$ cat src/hw/rtl/bfpf_pkg.sv
// ----------------------------------------------------------------------------
// bfpf_pkg
// Shared widths, constants and lane result types of the pulse finder.
// ----------------------------------------------------------------------------
`default_nettype none

package bfpf_pkg;

	localparam int WAVE_W  = 64;
	localparam int LANE_N  = 8;
	localparam int LANE_W  = 8;
	localparam int ENTRY_N = 4;
	localparam int SLOT_N  = 3;
	localparam int POS_W   = 6;
	localparam int WID_W   = 5;
	localparam int LIDX_W  = 3;
	localparam int EXT_W   = LANE_N * LANE_W + 3;

	localparam logic [WID_W-1:0] WIDTH_CAP      = 5'd31;
	localparam logic [WID_W-1:0] END_WIDTH      = 5'd1;
	localparam logic [POS_W-1:0] SPLIT_OFS      = 6'd31;
	localparam logic [POS_W-1:0] LATE_START_POS = 6'd1;
	localparam logic [POS_W:0]   SPLIT_MIN      = 7'd32;

	// Gap-fill tables of one lane, one row per entry state {x, y}
	typedef struct packed {
		logic [ENTRY_N-1:0][1:0]        exit_st;
		logic [ENTRY_N-1:0][LANE_W-1:0] bits;
	} clean_tab_t;

	// First falling edges of one lane
	typedef struct packed {
		logic [1:0]                    cnt;
		logic [SLOT_N-1:0][LIDX_W-1:0] idx;
	} fall_lane_t;

	// Last rising edge of one lane
	typedef struct packed {
		logic              found;
		logic [LIDX_W-1:0] idx;
	} rise_lane_t;

endpackage

`default_nettype wire

$ cat src/hw/rtl/bfpf_clean_lane.sv
// ----------------------------------------------------------------------------
// bfpf_clean_lane
// Gap-fill pass over eight bins, evaluated for all four entry states.
// ----------------------------------------------------------------------------
`default_nettype none

module bfpf_clean_lane (
	input  wire logic [bfpf_pkg::LANE_W:0] win,
	output bfpf_pkg::clean_tab_t           tab
);

	always_comb begin
		logic x;
		logic y;
		logic p1;
		logic y1;
		tab = '0;
		for (int e = 0; e < bfpf_pkg::ENTRY_N; e++) begin
			x = 1'(e >> 1);
			y = 1'(e);
			for (int j = 0; j < bfpf_pkg::LANE_W; j++) begin
				// fill 1101, then 1011, on the bits already changed
				p1 = win[j] | (x & y & win[j+1]);
				y1 = y | (x & ~y & p1 & win[j+1]);
				tab.bits[e][j] = y1;
				x = y1;
				y = p1;
			end
			tab.exit_st[e] = {x, y};
		end
	end

endmodule

`default_nettype wire

$ cat src/hw/rtl/bfpf_fall_lane.sv
// ----------------------------------------------------------------------------
// bfpf_fall_lane
// Find the first three marked falls among eight bins.
// ----------------------------------------------------------------------------
`default_nettype none

module bfpf_fall_lane (
	input  wire logic [bfpf_pkg::LANE_W-1:0] ev,
	output bfpf_pkg::fall_lane_t             res
);

	always_comb begin
		res = '0;
		for (int j = 0; j < bfpf_pkg::LANE_W; j++) begin
			if (ev[j] && res.cnt != 2'(bfpf_pkg::SLOT_N)) begin
				res.idx[res.cnt] = bfpf_pkg::LIDX_W'(j);
				res.cnt          = res.cnt + 2'd1;
			end
		end
	end

endmodule

`default_nettype wire

$ cat src/hw/rtl/bfpf_rise_lane.sv
// ----------------------------------------------------------------------------
// bfpf_rise_lane
// Find the last rising edge among eight bins.
// ----------------------------------------------------------------------------
`default_nettype none

module bfpf_rise_lane (
	input  wire logic [bfpf_pkg::LANE_W-1:0] ev,
	output bfpf_pkg::rise_lane_t             res
);

	always_comb begin
		res = '0;
		for (int j = 0; j < bfpf_pkg::LANE_W; j++) begin
			if (ev[j]) begin
				res.found = 1'b1;
				res.idx   = bfpf_pkg::LIDX_W'(j);
			end
		end
	end

endmodule

`default_nettype wire

$ cat src/hw/rtl/binary_waveform_pulse_finder_top.sv
// Each item passes the stage registers, then the output register offers its result.
// Throughput: one item per cycle; six pipeline stages advance together and
// fill any bubble, so a waiting result only stalls once every stage is full.
// Reset: arst_n clears the stage valid flags only; no memory and no
// clearing pass, so items are taken from the first cycle after reset.
// ----------------------------------------------------------------------------
// binary_waveform_pulse_finder_top
// Cleans a 64-bin discriminator waveform and reports the start and width of
// up to two pulses. Eight lanes of eight bins work side by side in each
// step; a merging stage after each lane row joins what the lanes found.
// ----------------------------------------------------------------------------
`default_nettype none

module binary_waveform_pulse_finder_top (
	input  wire logic                          clk,
	input  wire logic                          arst_n,
	input  wire logic                          wave_valid,
	output logic                               wave_ready,
	input  wire logic [bfpf_pkg::WAVE_W-1:0]   waveform,
	output logic                               result_valid,
	input  wire logic                          result_ready,
	output logic [bfpf_pkg::POS_W-1:0]         first_start,
	output logic [bfpf_pkg::WID_W-1:0]         first_width,
	output logic [bfpf_pkg::POS_W-1:0]         second_start,
	output logic [bfpf_pkg::WID_W-1:0]         second_width
);

	localparam int LW = bfpf_pkg::LANE_W;
	localparam int LN = bfpf_pkg::LANE_N;
	localparam int WW = bfpf_pkg::WAVE_W;
	localparam int PW = bfpf_pkg::POS_W;

	// ------------------------------------------------------------------
	// Pipeline flow control: a stage loads when it is empty or when the
	// stage after it loads in the same cycle.
	// ------------------------------------------------------------------
	logic vld_s1, vld_s2, vld_s3, vld_s4, vld_s5, out_vld_q;
	logic adv_s1, adv_s2, adv_s3, adv_s4, adv_s5, adv_out;

	assign adv_out    = ~out_vld_q | result_ready;
	assign adv_s5     = ~vld_s5 | adv_out;
	assign adv_s4     = ~vld_s4 | adv_s5;
	assign adv_s3     = ~vld_s3 | adv_s4;
	assign adv_s2     = ~vld_s2 | adv_s3;
	assign adv_s1     = ~vld_s1 | adv_s2;
	assign wave_ready = adv_s1;

	always_ff @(posedge clk or negedge arst_n) begin
		if (!arst_n) begin
			vld_s1    <= 1'b0;
			vld_s2    <= 1'b0;
			vld_s3    <= 1'b0;
			vld_s4    <= 1'b0;
			vld_s5    <= 1'b0;
			out_vld_q <= 1'b0;
		end else begin
			if (adv_s1)  vld_s1    <= wave_valid;
			if (adv_s2)  vld_s2    <= vld_s1;
			if (adv_s3)  vld_s3    <= vld_s2;
			if (adv_s4)  vld_s4    <= vld_s3;
			if (adv_s5)  vld_s5    <= vld_s4;
			if (adv_out) out_vld_q <= vld_s5;
		end
	end

	assign result_valid = out_vld_q;

	// ------------------------------------------------------------------
	// Stage 1: gap fill. The pass runs left to right and carries the two
	// latest (already changed) bits as state, so each lane tabulates its
	// eight steps for all four entry states. Pad three zero bins on top:
	// with no bin to the right a step only shifts, which flushes bins 62
	// and 63 out of the last lane unchanged.
	// ------------------------------------------------------------------
	logic [bfpf_pkg::EXT_W-1:0] wave_ext;
	bfpf_pkg::clean_tab_t       tab_c  [LN];
	bfpf_pkg::clean_tab_t       tab_s1 [LN];
	logic [1:0]                 head_s1;

	assign wave_ext = {(bfpf_pkg::EXT_W - WW)'(0), waveform};

	for (genvar k = 0; k < LN; k++) begin : g_clean
		bfpf_clean_lane u_clean_lane (
			.win (wave_ext[2 + LW*k +: LW + 1]),
			.tab (tab_c[k])
		);
	end

	always_ff @(posedge clk) begin
		if (adv_s1) begin
			tab_s1  <= tab_c;
			head_s1 <= {waveform[0], waveform[1]};
		end
	end

	// ------------------------------------------------------------------
	// Stage 2: chain the lane tables from the state {bin 0, bin 1}, then
	// drop isolated ones. Dropping a one never feeds the next step (its
	// right-hand neighbour is already zero), so that pass is one gate per
	// bin; bin 0 needs bin 1, and bin 63 looks at the cleaned bin 62.
	// ------------------------------------------------------------------
	logic [WW:0]   fill_v;
	logic [WW-1:0] clean_c;
	logic [WW-1:0] clean_s2;

	always_comb begin
		logic [1:0] st;
		st        = head_s1;
		fill_v    = '0;
		fill_v[0] = head_s1[1];
		for (int k = 0; k < LN; k++) begin
			fill_v[1 + LW*k +: LW] = tab_s1[k].bits[st];
			st = tab_s1[k].exit_st[st];
		end
	end

	always_comb begin
		clean_c    = '0;
		clean_c[0] = fill_v[0] & fill_v[1];
		for (int i = 1; i < WW - 1; i++) begin
			clean_c[i] = fill_v[i] & (fill_v[i-1] | fill_v[i+1]);
		end
		clean_c[WW-1] = fill_v[WW-1] & clean_c[WW-2];
	end

	always_ff @(posedge clk) begin
		if (adv_s2) clean_s2 <= clean_c;
	end

	// ------------------------------------------------------------------
	// Stage 3: edge marks and per-lane search for the first falls. A
	// pulse still high at bins 61 and 62 with bin 63 low closes at 63,
	// so mark it as a fall there.
	// ------------------------------------------------------------------
	logic [WW-1:0]        rise_c, fall_c;
	bfpf_pkg::fall_lane_t fl_c  [LN];
	bfpf_pkg::fall_lane_t fl_s3 [LN];
	logic [WW-1:0]        rise_s3;
	logic                 ign_s3, init_s3, hi_s3;

	always_comb begin
		rise_c = '0;
		fall_c = '0;
		for (int i = 2; i < WW - 1; i++) begin
			rise_c[i] = ~clean_s2[i-2] & ~clean_s2[i-1] & clean_s2[i] & clean_s2[i+1];
			fall_c[i] = clean_s2[i-2] & clean_s2[i-1] & ~clean_s2[i] & ~clean_s2[i+1];
		end
		fall_c[WW-1] = clean_s2[WW-3] & clean_s2[WW-2] & ~clean_s2[WW-1];
	end

	for (genvar k = 0; k < LN; k++) begin : g_fall
		bfpf_fall_lane u_fall_lane (
			.ev  (fall_c[LW*k +: LW]),
			.res (fl_c[k])
		);
	end

	always_ff @(posedge clk) begin
		if (adv_s3) begin
			fl_s3   <= fl_c;
			rise_s3 <= rise_c;
			// a pulse high at bins 0 and 1 is ignored up to its fall
			ign_s3  <= clean_s2[0] & clean_s2[1];
			init_s3 <= ~clean_s2[0] & clean_s2[1] & clean_s2[2];
			hi_s3   <= clean_s2[WW-2] & clean_s2[WW-1];
		end
	end

	// ------------------------------------------------------------------
	// Stage 4: merge the lane falls into the first three of the window,
	// then skip the first one when the leading pulse is ignored. What is
	// left are the two closing bins that matter.
	// ------------------------------------------------------------------
	logic [1:0]    pre_c  [LN];
	logic [2:0]    slot_v_c;
	logic [PW-1:0] slot_p_c [bfpf_pkg::SLOT_N];
	logic          f1v_s4, f2v_s4, hend_s4, init_s4;
	logic [PW-1:0] f1_s4, f2_s4;
	logic [WW-1:0] rise_s4;

	always_comb begin
		logic [1:0] tot;
		logic [2:0] sum;
		tot = '0;
		for (int k = 0; k < LN; k++) begin
			pre_c[k] = tot;
			sum      = {1'b0, tot} + {1'b0, fl_s3[k].cnt};
			tot      = (sum > 3'(bfpf_pkg::SLOT_N)) ? 2'(bfpf_pkg::SLOT_N) : sum[1:0];
		end
	end

	always_comb begin
		logic [2:0] lo;
		logic [2:0] hi;
		logic [1:0] m;
		slot_v_c = '0;
		for (int j = 0; j < bfpf_pkg::SLOT_N; j++) begin
			slot_p_c[j] = '0;
			for (int k = 0; k < LN; k++) begin
				lo = {1'b0, pre_c[k]};
				hi = lo + {1'b0, fl_s3[k].cnt};
				m  = 2'(3'(j) - lo);
				if (lo <= 3'(j) && 3'(j) < hi) begin
					slot_v_c[j] = 1'b1;
					slot_p_c[j] = {bfpf_pkg::LIDX_W'(k), fl_s3[k].idx[m]};
				end
			end
		end
	end

	always_ff @(posedge clk) begin
		if (adv_s4) begin
			f1v_s4  <= ign_s3 ? slot_v_c[1] : slot_v_c[0];
			f1_s4   <= ign_s3 ? slot_p_c[1] : slot_p_c[0];
			f2v_s4  <= ign_s3 ? slot_v_c[2] : slot_v_c[1];
			f2_s4   <= ign_s3 ? slot_p_c[2] : slot_p_c[1];
			// the end rule is dropped while the leading pulse is still ignored
			hend_s4 <= hi_s3 & ~(ign_s3 & ~slot_v_c[0]);
			init_s4 <= init_s3;
			rise_s4 <= rise_s3;
		end
	end

	// ------------------------------------------------------------------
	// Stage 5: window the rises. The first start is the last rise before
	// the first close; the second is the last rise after it, before the second close if any.
	// ------------------------------------------------------------------
	logic [WW-1:0]        win1_c, win2_c;
	bfpf_pkg::rise_lane_t r1_c  [LN];
	bfpf_pkg::rise_lane_t r2_c  [LN];
	bfpf_pkg::rise_lane_t r1_s5 [LN];
	bfpf_pkg::rise_lane_t r2_s5 [LN];
	logic                 f1v_s5, f2v_s5, hend_s5, init_s5;
	logic [PW-1:0]        f1_s5, f2_s5;

	always_comb begin
		for (int i = 0; i < WW; i++) begin
			win1_c[i] = rise_s4[i] & (~f1v_s4 | (PW'(i) < f1_s4));
			win2_c[i] = rise_s4[i] & f1v_s4 & (PW'(i) > f1_s4)
			            & (~f2v_s4 | (PW'(i) < f2_s4));
		end
	end

	for (genvar k = 0; k < LN; k++) begin : g_rise
		bfpf_rise_lane u_rise1_lane (
			.ev  (win1_c[LW*k +: LW]),
			.res (r1_c[k])
		);
		bfpf_rise_lane u_rise2_lane (
			.ev  (win2_c[LW*k +: LW]),
			.res (r2_c[k])
		);
	end

	always_ff @(posedge clk) begin
		if (adv_s5) begin
			r1_s5   <= r1_c;
			r2_s5   <= r2_c;
			f1v_s5  <= f1v_s4;
			f1_s5   <= f1_s4;
			f2v_s5  <= f2v_s4;
			f2_s5   <= f2_s4;
			hend_s5 <= hend_s4;
			init_s5 <= init_s4;
		end
	end

	// ------------------------------------------------------------------
	// Stage 6: merge the lane rises, then widths, split and end rules.
	// A first pulse of 32 bins or more is cut at 31 and its rest becomes
	// the second pulse; a pulse high at bins 62 and 63 gets width 1, or
	// 31 when it started early enough.
	// ------------------------------------------------------------------
	logic [PW-1:0]                st1_c, st2_c;
	logic [PW:0]                  w1raw_c, w2raw_c, wsplit_c;
	logic [PW-1:0]                fs_c, ss_c;
	logic [bfpf_pkg::WID_W-1:0]   fw_c, sw_c;
	logic [PW-1:0]                fs_q, ss_q;
	logic [bfpf_pkg::WID_W-1:0]   fw_q, sw_q;

	always_comb begin
		st1_c = init_s5 ? bfpf_pkg::LATE_START_POS : '0;
		st2_c = '0;
		for (int k = 0; k < LN; k++) begin
			if (r1_s5[k].found) st1_c = {bfpf_pkg::LIDX_W'(k), r1_s5[k].idx};
			if (r2_s5[k].found) st2_c = {bfpf_pkg::LIDX_W'(k), r2_s5[k].idx};
		end
	end

	assign w1raw_c  = {1'b0, f1_s5} - {1'b0, st1_c};
	assign w2raw_c  = {1'b0, f2_s5} - {1'b0, st2_c};
	assign wsplit_c = w1raw_c - {1'b0, bfpf_pkg::SPLIT_OFS};

	always_comb begin
		fs_c = st1_c;
		fw_c = '0;
		ss_c = '0;
		sw_c = '0;
		if (f1v_s5) begin
			if (w1raw_c >= bfpf_pkg::SPLIT_MIN) begin
				fw_c = bfpf_pkg::WIDTH_CAP;
				ss_c = st1_c + bfpf_pkg::SPLIT_OFS;
				sw_c = (wsplit_c >= bfpf_pkg::SPLIT_MIN) ? bfpf_pkg::WIDTH_CAP
				                                         : bfpf_pkg::WID_W'(wsplit_c);
			end else begin
				fw_c = bfpf_pkg::WID_W'(w1raw_c);
				ss_c = st2_c;
				if (f2v_s5) begin
					sw_c = (w2raw_c >= bfpf_pkg::SPLIT_MIN) ? bfpf_pkg::WIDTH_CAP
					                                        : bfpf_pkg::WID_W'(w2raw_c);
				end else if (hend_s5) begin
					sw_c = ({1'b0, st2_c} <= bfpf_pkg::SPLIT_MIN) ? bfpf_pkg::WIDTH_CAP
					                                              : bfpf_pkg::END_WIDTH;
				end
			end
		end else if (hend_s5) begin
			if ({1'b0, st1_c} <= bfpf_pkg::SPLIT_MIN) begin
				fw_c = bfpf_pkg::WIDTH_CAP;
				ss_c = st1_c + bfpf_pkg::SPLIT_OFS;
				sw_c = bfpf_pkg::END_WIDTH;
			end else begin
				fw_c = bfpf_pkg::END_WIDTH;
			end
		end
	end

	// hold the result until it is taken
	always_ff @(posedge clk) begin
		if (adv_out) begin
			fs_q <= fs_c;
			fw_q <= fw_c;
			ss_q <= ss_c;
			sw_q <= sw_c;
		end
	end

	assign first_start  = fs_q;
	assign first_width  = fw_q;
	assign second_start = ss_q;
	assign second_width = sw_q;

endmodule

`default_nettype wire

$ cat config.mk
export PLATFORM = sky130hd
export DESIGN_NAME = binary_waveform_pulse_finder_top
export DESIGN_NICKNAME = d
export VERILOG_FILES = /design/src/hw/rtl/bfpf_pkg.sv /design/src/hw/rtl/bfpf_clean_lane.sv /design/src/hw/rtl/bfpf_fall_lane.sv /design/src/hw/rtl/bfpf_rise_lane.sv /design/src/hw/rtl/binary_waveform_pulse_finder_top.sv
export SDC_FILE = /design/constraint.sdc
export NUM_CORES = 1
export LEC_CHECK = 0
export BUFFER_PORTS_ARGS = -buffer_cell sky130_fd_sc_hd__buf_4
export CAP_MARGIN = 10
export CELL_PAD_IN_SITES_DETAIL_PLACEMENT = 1
export CELL_PAD_IN_SITES_GLOBAL_PLACEMENT = 1
export CORE_ASPECT_RATIO = 0.75
export CORE_MARGIN = 3
export CORE_UTILIZATION = 40
export DETAILED_ROUTE_END_ITERATION = 8
export GPL_TIMING_DRIVEN = 0
export PLACE_DENSITY = 0.67
export SYNTH_ARGS = -nofsm -noshare
export SYNTH_HDL_FRONTEND = slang
export SYNTH_HIERARCHICAL = 1
export SYNTH_SLANG_ARGS = --single-unit
export TNS_END_PERCENT = 30
$ cat constraint.sdc
create_clock -name clk -period 18.38 [get_ports clk]
set_input_delay 0 -clock clk [delete_from_list [all_inputs] [get_ports clk]]
set_output_delay 0 -clock clk [all_outputs]
set_load 0.1 [all_outputs]
**Word level (Yosys, flattened, before mapping)**

Index checks and enable logic that the tools add are counted.

- Bits in latches: 0
- Flip-flop bits (word level): 687
- RAM bits: 0
- Bits in read-only memories: 0
- Output and inout bits: 24
- Memories kept: 0

- Eq/ne operators: 54
- $lt $le $gt $ge: 377
- $mul: 0
- Add/subtract/negate cells: 86
- Shifts and indexed selects: 0
- Reduce and logical (&&, ||, !) cells: 175
- Divide/modulo/power cells: 0
- Bitwise operators: 2,670
- Multiplexer cells: 441

Operators with widths:

| operator | count |
|---|---|
| AND 1 bit | 1,669 |
| OR 1 bit | 606 |
| 2-to-1 mux 11 bit | 54 |
| < comparator 6 bit, first input constant | 62 |
| 2-to-1 mux 3 bit | 124 |
| demux 3 bit (select 2 bit) | 54 |
| NOT 1 bit | 270 |
| < comparator 2 x 3 -> 1 bit, second input constant | 82 |
| 2-to-1 mux 6 bit | 41 |
| < comparator 5 x 6 -> 1 bit, first input constant | 32 |
| > comparator 6 bit, first input constant | 31 |
| OR 6 bit | 24 |
| logical AND 1 bit | 129 |
| binary-select mux 8 bit (select 2 bit) | 8 |
| binary-select mux 3 bit (select 2 bit) | 21 |
| adder 2 x 1 -> 2 bit, second input constant | 53 |
| >= comparator 2 x 1 -> 1 bit, second input constant | 53 |
| != test 2 bit, second input constant | 53 |
| > comparator 5 x 6 -> 1 bit, first input constant | 16 |
| < comparator 4 x 6 -> 1 bit, first input constant | 16 |
| 2-to-1 mux 2 bit | 48 |
| AND 6 bit | 15 |
| NOT 6 bit | 15 |
| OR reduction 7 bit | 12 |
| other kinds (40) | 315 |

**Longest topological paths before layout**

Gate-level depths: netlist of the first run.

- Depth after elaboration: 50
- Mapped depth: 36

**Modules after synthesis**

The synthesis of the first run kept the hierarchy.

By module, submodules not included:

| module | cells each | times used | area each (µm²) |
|---|---|---|---|
| binary_waveform_pulse_finder_top | 2,235 | 1 | 31,212.4 |
| bfpf_fall_lane at g_fall[0].u_fall_lane ... | 106 | 7 | 862.1 |
| bfpf_clean_lane | 69 | 8 | 476.7 |
| bfpf_rise_lane | 12 | 16 | 57.6 |
| bfpf_fall_lane at g_fall[7].u_fall_lane | 119 | 1 | 858.3 |

**Worst setup path after synthesis of the first run**

No wires, ideal clock.

- Kind: flip-flop to flip-flop
- From: register out_vld_q, in the netlist result_valid
- To: register head_s1[0], enable pin
- Setup time: 3,385 ps
- Setup slack: 3,614 ps
- Arrival: 11,381 ps
- Required time: 14,995 ps
- Cell stages (with the launch flop): 5
- Cell sequence: dfrtp_1 -> nor2b_1 -> nand3_1 -> nor2_1 -> nand3_1

- Longest elaborated chain between the ends: 7

RTL lines:

| item | line | RTL |
|---|---|---|
| start: declaration | binary_waveform_pulse_finder_top.sv:37 | `logic vld_s1, vld_s2, vld_s3, vld_s4, vld_s5, out_vld_q;` |
| start signal: assignment | binary_waveform_pulse_finder_top.sv:62 | `if (adv_out) out_vld_q <= vld_s5;` |
| NOT 1 bit | binary_waveform_pulse_finder_top.sv:40 | `assign adv_out = ~out_vld_q \| result_ready;` |
| OR 1 bit | binary_waveform_pulse_finder_top.sv:40 |  |
| OR 1 bit | binary_waveform_pulse_finder_top.sv:41 | `assign adv_s5 = ~vld_s5 \| adv_out;` |
| OR 1 bit | binary_waveform_pulse_finder_top.sv:42 | `assign adv_s4 = ~vld_s4 \| adv_s5;` |
| net adv_s4 | binary_waveform_pulse_finder_top.sv:38 | `logic adv_s1, adv_s2, adv_s3, adv_s4, adv_s5, adv_out;` |
| OR 1 bit | binary_waveform_pulse_finder_top.sv:43 | `assign adv_s3 = ~vld_s3 \| adv_s4;` |
| OR 1 bit | binary_waveform_pulse_finder_top.sv:44 | `assign adv_s2 = ~vld_s2 \| adv_s3;` |
| OR 1 bit | binary_waveform_pulse_finder_top.sv:45 | `assign adv_s1 = ~vld_s1 \| adv_s2;` |
| net wave_ready | binary_waveform_pulse_finder_top.sv:18 | `output logic wave_ready,` |
| end signal: assignment | binary_waveform_pulse_finder_top.sv:92 | `head_s1 <= {waveform[0], waveform[1]};` |
| end: declaration | binary_waveform_pulse_finder_top.sv:78 | `logic [1:0] head_s1;` |

The timed path passes the listed nets, and every way through them passes these cells.
A chain may end at the register's enable or synchronous reset.

**Final worst setup path of the first run**

- From: register fl_s3[87] in the netlist's numbering
- To: register f2_s4[1] (data pin)

- Longest elaborated chain between the ends: 25
- Elaborated cells between the ends (all ways): 124

RTL lines:

| item | line | RTL |
|---|---|---|
| start: declaration | binary_waveform_pulse_finder_top.sv:137 | `bfpf_pkg::fall_lane_t fl_s3 [LN];` |
| start signal: assignment | binary_waveform_pulse_finder_top.sv:160 | `fl_s3 <= fl_c;` |
| > comparator 2 bit | binary_waveform_pulse_finder_top.sv:188 | `tot = (sum > 3'(bfpf_pkg::SLOT_N)) ? 2'(bfpf_pkg::SLOT_N) : sum[1:0];` |
| 2-to-1 mux 2 bit | binary_waveform_pulse_finder_top.sv:188 |  |
| adder 2 x 2 -> 3 bit | binary_waveform_pulse_finder_top.sv:187, binary_waveform_pulse_finder_top.sv:201 |  |
| > comparator 3 x 2 -> 1 bit | binary_waveform_pulse_finder_top.sv:188 |  |
| 2-to-1 mux 2 bit | binary_waveform_pulse_finder_top.sv:188 |  |
| adder 2 x 2 -> 3 bit | binary_waveform_pulse_finder_top.sv:187, binary_waveform_pulse_finder_top.sv:201 |  |
| > comparator 3 x 2 -> 1 bit | binary_waveform_pulse_finder_top.sv:188 |  |
| 2-to-1 mux 2 bit | binary_waveform_pulse_finder_top.sv:188 |  |
| (+9 left out) | - |  |
| adder 2 x 2 -> 3 bit | binary_waveform_pulse_finder_top.sv:187, binary_waveform_pulse_finder_top.sv:201 |  |
| > comparator 3 x 2 -> 1 bit | binary_waveform_pulse_finder_top.sv:188 |  |
| 2-to-1 mux 2 bit | binary_waveform_pulse_finder_top.sv:188 |  |
| adder 2 x 2 -> 3 bit (tied with other cells) | binary_waveform_pulse_finder_top.sv:201 | `hi = lo + {1'b0, fl_s3[k].cnt};` |
| < comparator 1 x 3 -> 1 bit (tied with other cells) | binary_waveform_pulse_finder_top.sv:203 | `if (lo <= 3'(j) && 3'(j) < hi) begin` |
| logical AND 1 bit / 2-to-1 mux 3 bit (equally long branches) | binary_waveform_pulse_finder_top.sv:203, binary_waveform_pulse_finder_top.sv:205 |  |
| 2-to-1 mux 6 bit | binary_waveform_pulse_finder_top.sv:203 |  |
| 2-to-1 mux 6 bit (*) | binary_waveform_pulse_finder_top.sv:216 | `f2_s4 <= ign_s3 ? slot_p_c[2] : slot_p_c[1];` |
| end signal: assignment | binary_waveform_pulse_finder_top.sv:216 |  |
| end: declaration | binary_waveform_pulse_finder_top.sv:178 | `logic [PW-1:0] f1_s4, f2_s4;` |

Mark *: on every way between the ends. The rest lies on a longest branch, timed or not. The select of a mux whose other input is x is not followed.

==> parameters.txt, run 1 <==
Parameter                              Value

Run status
  Outcome ... completed

Route
  Wire length the detailed router placed on met1 ... 59,090 µm
  Met3 layer wire length in the routed design ... 6989 µm
  Total wire length ... 119,800 µm
  Count of antenna-violating nets left after detailed routing ... 0
  Number of DRC violations after detailed-routing iteration 0 ... 2,221
  Detailed-routed wire length on met2 ... 51,230 µm
  Vias per std cell ... approximately 5.5
  Mean routed wirelength per cell ... about 21 µm
  Total number of vias ... 30,825
  Number of remaining DRC errors ... 0
  Highest signal layer in the routed design ... met4
  Iteration count of the initial detailed-routing pass ... 6

Setup path
  Reg2reg setup slack ... 7.60 ns
  Worst setup path endpoint ... f2_s4[1]
  Slowest cell delay on critical path ... approximately 0.63 ns
  Most numerous cell on the critical path ... sky130_fd_sc_hd__inv_1
  Crit path depth ... 33
  CP delay by family, top ... adder cells
  Arrival @ worst endpoint ... 11.15 ns
  Reg2Reg Depth ... 33
  FF-to-FF End ... f2_s4[1]
  Number of buffer and inverter instances along the worst setup path ... 10
  Critical R2R Launch ... fl_s3[87]
  Crit-path max FO ... 10
  Critical setup path kind ... reg -> reg
  Sort of element at the start of the critical path ... flop
  Worst setup EP type ... flop
  Required time at the endpoint of the critical path ... 18.75 ns
  Worst setup path startpoint ... fl_s3[87]
  Max stage delay cell, worst path ... sky130_fd_sc_hd__a21oi_1

Timing
  Final Max Tran Viols ... 0
  Maximum operating frequency ... 0.09279 GHz
  Total of endpoints with negative setup slack in the final report ... 0
  Worst rel slew slack ... 0.2213
  Final number of hold-violating endpoints ... 0
  Transition time at the pin with the least slew margin ... around 1.2 ns
  Least setup slack across all paths after layout ... 7.603 ns
  Tcrit/Tclk final ... 0.5863
  Setup skew after layout ... 0.02417 ns
  Tmin final ... roughly 11 ns
  RSZ-0062 raised after global routing ... no

Global routing
  Antenna violations before repair ... 12
  Overflow left after global routing ... 0
  GR Util All Layers ... 0.2143
  Global-route wire length before repair ... 185,200 µm
  Vias in the first global route ... 31,402
  Pin count of the biggest net entering global routing ... 83

Finish
  Sequential Area ... 21,320 µm²
  Final std cells w/o fill ... 5,641
  Ratio of cells with drive above 1 in the final layout ... 0.1416
  Area taken by multi-input logic gates ... 19,400 µm²
  Synth-to-Final Area Change ... 15.68%
  Layout filler cell count ... 11,361
  Number of nets in the layout ... 4,434

Floorplan
  Die Ht ... 289.0 µm
  Die area ... 110,800 µm²
  I/O pin total ... 92
  Die boundary width ... roughly 380 µm
  Placeable core region ... 105,500 µm²
  Number of standard-cell rows in the floorplan ... roughly 100
  Initial Utilization ... 0.4046

Min path
  Class of the tightest hold or removal check ... in -> reg
  Worst hold stages ... 2

CTS
  Clock latency on the worst-skew pair ... approximately 0.66 ns
  Sink Count ... roughly 700
  TritonCTS clock tree ... done
  Clock buffers created by TritonCTS ... between 70 and 80
  Clock-pin slew reported for the worst setup and hold paths after clock tree synthesis ... roughly 0.060 ns
  Level count of the clock H-tree ... 3
  Maximum count of clock buffers along a single path ... 3
  Clock Tree Root ... sky130_fd_sc_hd__clkbuf_16

Placed design
  Routability cong. ... 0.9661
  Number of buffers added on ports ... 90
  Setup slack after placement ... 7.648 ns
  Number of instances in the placed design ... 5,361
  Post-DP HPWL ... 88,930 µm

Synthesis
  Post-synthesis instance total ... 3,819
  Count of yosys warnings during synthesis ... 6
  Total standard cell area after synthesis ... 42,700 µm²
  Average instance area after synthesis ... ~11 µm²

Job
  Count of maximum capacitance violations ... 0
[worst min path at each step]
stage	end	start
after floorplan	result_valid	arst_n
after global placement	vld_s1	arst_n
after detailed placement	vld_s1	arst_n
after CTS	head_s1[1]	waveform[0]
after global routing	head_s1[0]	waveform[1]
final	head_s1[0]	waveform[1]
[sequential cells by signal, summed over array words and instances (netlist names), 5 cells and up]
name and count:
second_start 6, clean_s2 64, f1_s5 6, rise_s4 61
first_start 6, fl_s3 88, f1_s4 6, r2_s5 32
first_width 5, f2_s5 6, rise_s3 61, r1_s5 32
tab_s1 308, second_width 5, f2_s4 6
[metrics by stage]
step | setup TNS [ns] | hold slack, ns | instance area [µm²] | util
after floorplan | 0 | -0.2956 | 42800 | -
after global placement | -370.09 | -0.1760 | 45250 | 0.4287
after detailed placement | 0 | -0.1741 | 45530 | 0.4314
after CTS | 0 | 0.01692 | 49390 | 0.4679
after global routing | 0 | 0.03113 | 49390 | 0.4680
final | 0 | 0.06432 | 49400 | 0.4680
[cells in the final DEF (no fill, tap or decap), drive strengths merged, types with 59 or more instances in the layout]
cell,instances
edfxtp,705
nand2,351
buf,256
a21oi,244
nor2,220
ha,188
clkbuf,178
inv,172
o21ai,172
mux2i,148
dlygate4sd3,136
nor3,134
o21bai,101
a21o,75
nand3,75
o211ai,67
nand2b,65
or2,64
mux2,59
[repair_timing]
item	CTS	global route
hold buffers	135	0
setup buffers	0	0
resized for setup	0	0
endpoints found under the hold margin	294	0
[layer usage]
metal / vias to the layer above / global-route usage
met5: - / 0
met4: 0 / 0.04767
met3: 140 / 0.04126
met2: 652 / 0.3193
met1: 15277 / 0.3216
li1: 14756 / -
[area by class of cell]
class	instances	share of cell area
clock inverter	41	0.006991
buffer	234	0.02900
inverter	182	0.01393
timing repair buffer	235	0.04605
tap	1417	0.03589
sequential	711	0.4316
multi-input combinational	2718	0.3928
antenna	2	0.0001013
clock buffer	101	0.04362
Power of run 1 is left out: the tool's default activity adds up to more than one toggle a clock period on the data nets, which glitch-free logic cannot reach.
==> run 2, diff against run 1 <==
Settings changed: PLACE_DENSITY 0.67 to 0.7.
Clock period 18.38 ns to 9.4 ns, I/O delays scaled along.
==> run 2 against run 1 <==
- critical path depth decreased by 5
- via count increased by 1.0%
- die area unchanged
==> parameters.txt, run 2 (same netlist as run 1, synthesis figures left out) <==
Parameter                              Value

Run status
  Outcome ... completed

Setup path
  Max stage delay cell, worst path ... sky130_fd_sc_hd__fa_1
  Worst setup EP type ... flop
  Reg2reg setup slack ... 0.59 ns (-7.01 ns)
  Sort of element at the start of the critical path ... flop
  Required time at the endpoint of the critical path ... 9.76 ns (-8.99 ns)
  FF-to-FF End ... f2v_s4
  Reg2Reg Depth ... 28 (-15%)
  Arrival @ worst endpoint ... 9.17 ns (-1.98 ns)
  Critical setup path kind ... reg -> reg
  Critical R2R Launch ... fl_s3[87]
  Crit-path max FO ... 10 (unchanged)
  Most numerous cell on the critical path ... sky130_fd_sc_hd__fa_1
  Slowest cell delay on critical path ... 0.59 ns (-0.04 ns)

Timing
  Maximum operating frequency ... 0.1136 GHz (+22%)
  Setup skew after layout ... 0.02559 ns (+0.001425 ns)
  Final Max Tran Viols ... 0 (unchanged)
  RSZ-0062 raised after global routing ... no
  Worst rel slew slack ... 0.2408 (+0.01951)
  Total of endpoints with negative setup slack in the final report ... 0 (unchanged)
  Final number of hold-violating endpoints ... 0 (unchanged)
  Transition time at the pin with the least slew margin ... 1.127 ns (-0.03687 ns)
  Tmin final ... 8.807 ns (-1.970 ns)
  Tcrit/Tclk final ... 0.9369 (+0.3505)

CTS
  Clock-pin slew reported for the worst setup and hold paths after clock tree synthesis ... 0.06 ns (about the same)
  Sink Count ... 711 (unchanged)
  Post-CTS setup repair buffer count ... 0 (unchanged)
  Clock buffers created by TritonCTS ... 77 (-2.5%)
  Clock latency on the worst-skew pair ... 0.66 ns (about the same)
  Level count of the clock H-tree ... 3 (unchanged)
  Clock Tree Root ... sky130_fd_sc_hd__clkbuf_16
  Maximum count of clock buffers along a single path ... 3 (unchanged)
  TritonCTS clock tree ... done

Floorplan
  Initial Utilization ... 0.4046 (unchanged)
  Die boundary width ... 383.3 µm (unchanged)
  I/O pin total ... 92 (unchanged)
  Placeable core region ... 105,500 µm² (unchanged)
  Number of standard-cell rows in the floorplan ... 103 (unchanged)
  Die Ht ... 289.0 µm (unchanged)
  Die area ... 110,800 µm² (unchanged)

Min path
  Worst hold stages ... 2 (unchanged)
  Startpoint of the worst hold path ... waveform[0]
  Endpoint, Worst Hold ... head_s1[1]
  Class of the tightest hold or removal check ... in -> reg

Finish
  Commonest cells after routing, fill and taps aside ... sky130_fd_sc_hd__edfxtp_1 (705), sky130_fd_sc_hd__nand2_1 (348), sky130_fd_sc_hd__a21oi_1 (221)
  Most common cell after layout, fill and taps aside ... sky130_fd_sc_hd__edfxtp_1
  Number of nets in the layout ... 4,428 (-0.14%)
  Antenna diode count ... 0 (-2)
  Largest registers ... tab_s1 (308), fl_s3 (88), clean_s2 (64)
  Synth-to-Final Area Change ... 15.76% (about the same)
  Final std cells w/o fill ... 5,630 (-0.20%)
  Register with the most flip-flops ... tab_s1
  Area taken by multi-input logic gates ... 19,440 µm² (+0.19%)
  Layout filler cell count ... 11,306 (-0.48%)
  Ratio of cells with drive above 1 in the final layout ... 0.1457 (+0.004100)
  Sequential Area ... 21,320 µm² (unchanged)
  Number of flip-flops in the largest register ... 308 (unchanged)

Global routing
  Pin count of the biggest net entering global routing ... 78 (-6.0%)
  GR Util All Layers ... 0.2112 (-0.003046)
  Overflow left after global routing ... 0 (unchanged)
  Global-route wire length before repair ... 184,200 µm (-0.51%)
  Vias in the first global route ... 31,601 (+0.63%)
  Antenna violations before repair ... 15 (+3)

Route
  Count of antenna-violating nets left after detailed routing ... 0 (unchanged)
  Total wire length ... 118,400 µm (-1.2%)
  Total number of vias ... 31,137 (+1.0%)
  Iteration count of the initial detailed-routing pass ... 5 (-1)
  Number of remaining DRC errors ... 0 (unchanged)
  Number of DRC violations after detailed-routing iteration 0 ... 2,241 (+0.90%)
  Mean routed wirelength per cell ... 21.02 µm (-0.99%)
  Vias per std cell ... 5.531 (+1.2%)

Placed design
  Number of buffers added on ports ... 90 (unchanged)
  Routability cong. ... 0.9784 (+1.3%)
  Number of instances in the placed design ... 5,362 (+0.019%)
  Post-DP HPWL ... 88,070 µm (-0.96%)

Job
  Count of maximum capacitance violations ... 0 (unchanged)
## run 2: final cells by class
type / instances / area share
multi-input cells: 2718 / 0.3933
well taps: 1417 / 0.03587
inverters: 182 / 0.01392
clock buffers: 94 / 0.04047
clock inverters: 43 / 0.01081
plain buffers: 233 / 0.02896
repair buffers: 232 / 0.04538
flip-flops and latches: 711 / 0.4313
## run 2: timing repair
item / CTS / global route
hold buffers: 131 / 0
gates resized for setup: 8 / 5
endpoints found under the setup margin: 15 / 15
endpoints found under the hold margin: 302 / 0
cloned: 0 / 0
## run 2: routing by layer
metal	global-route usage	up-vias	wire, µm
met3	0.02856	134	5753
met5	0	-	27
met4	0.03964	4	1727
met1	0.3207	15558	58870
li1	-	14767	-
met2	0.3234	674	51970
## run 2: critical path, delay by kind of cell (launching register included)
kind | cells | cell delay (ns)
and+or+nand+nor | 8 | 2.28
buffers and inverters | 8 | 1.60
DFF | 1 | 0.35
AOI/OAI and AO/OA | 2 | 0.36
adders and majority gates | 10 | 3.93
## run 2: worst max-delay path by stage
stage,startpoint,to,slack [ns],cells after the start
detailed placement,fl_s3[87],f2_s4[2],-1.01,33
global route,fl_s3[87],f1v_s4,0.03,32
floorplan,fl_s3[87],f2_s4[0],0.80,32
finish,fl_s3[87],f2v_s4,0.59,28
CTS,fl_s3[87],f2v_s4,0.05,30
global placement,fl_s3[87],f2_s4[1],-0.90,32
## run 2: metrics by stage
stage               TNS (ns)  hold WS, ns  utilization  cell area, µm²  worst slack, ns
finish                     0      0.07376       0.4684           49430           0.5934
global route               0      0.05635       0.4684           49430          0.03465
CTS                        0      0.01206       0.4680           49400          0.05276
detailed placement    -13.94      -0.1769       0.4314           45540           -1.014
global placement     -198.78      -0.1798       0.4288           45260          -0.9000
floorplan                  0      -0.2956            -           42810           0.8016
Power of run 2 is left out for the same reason.
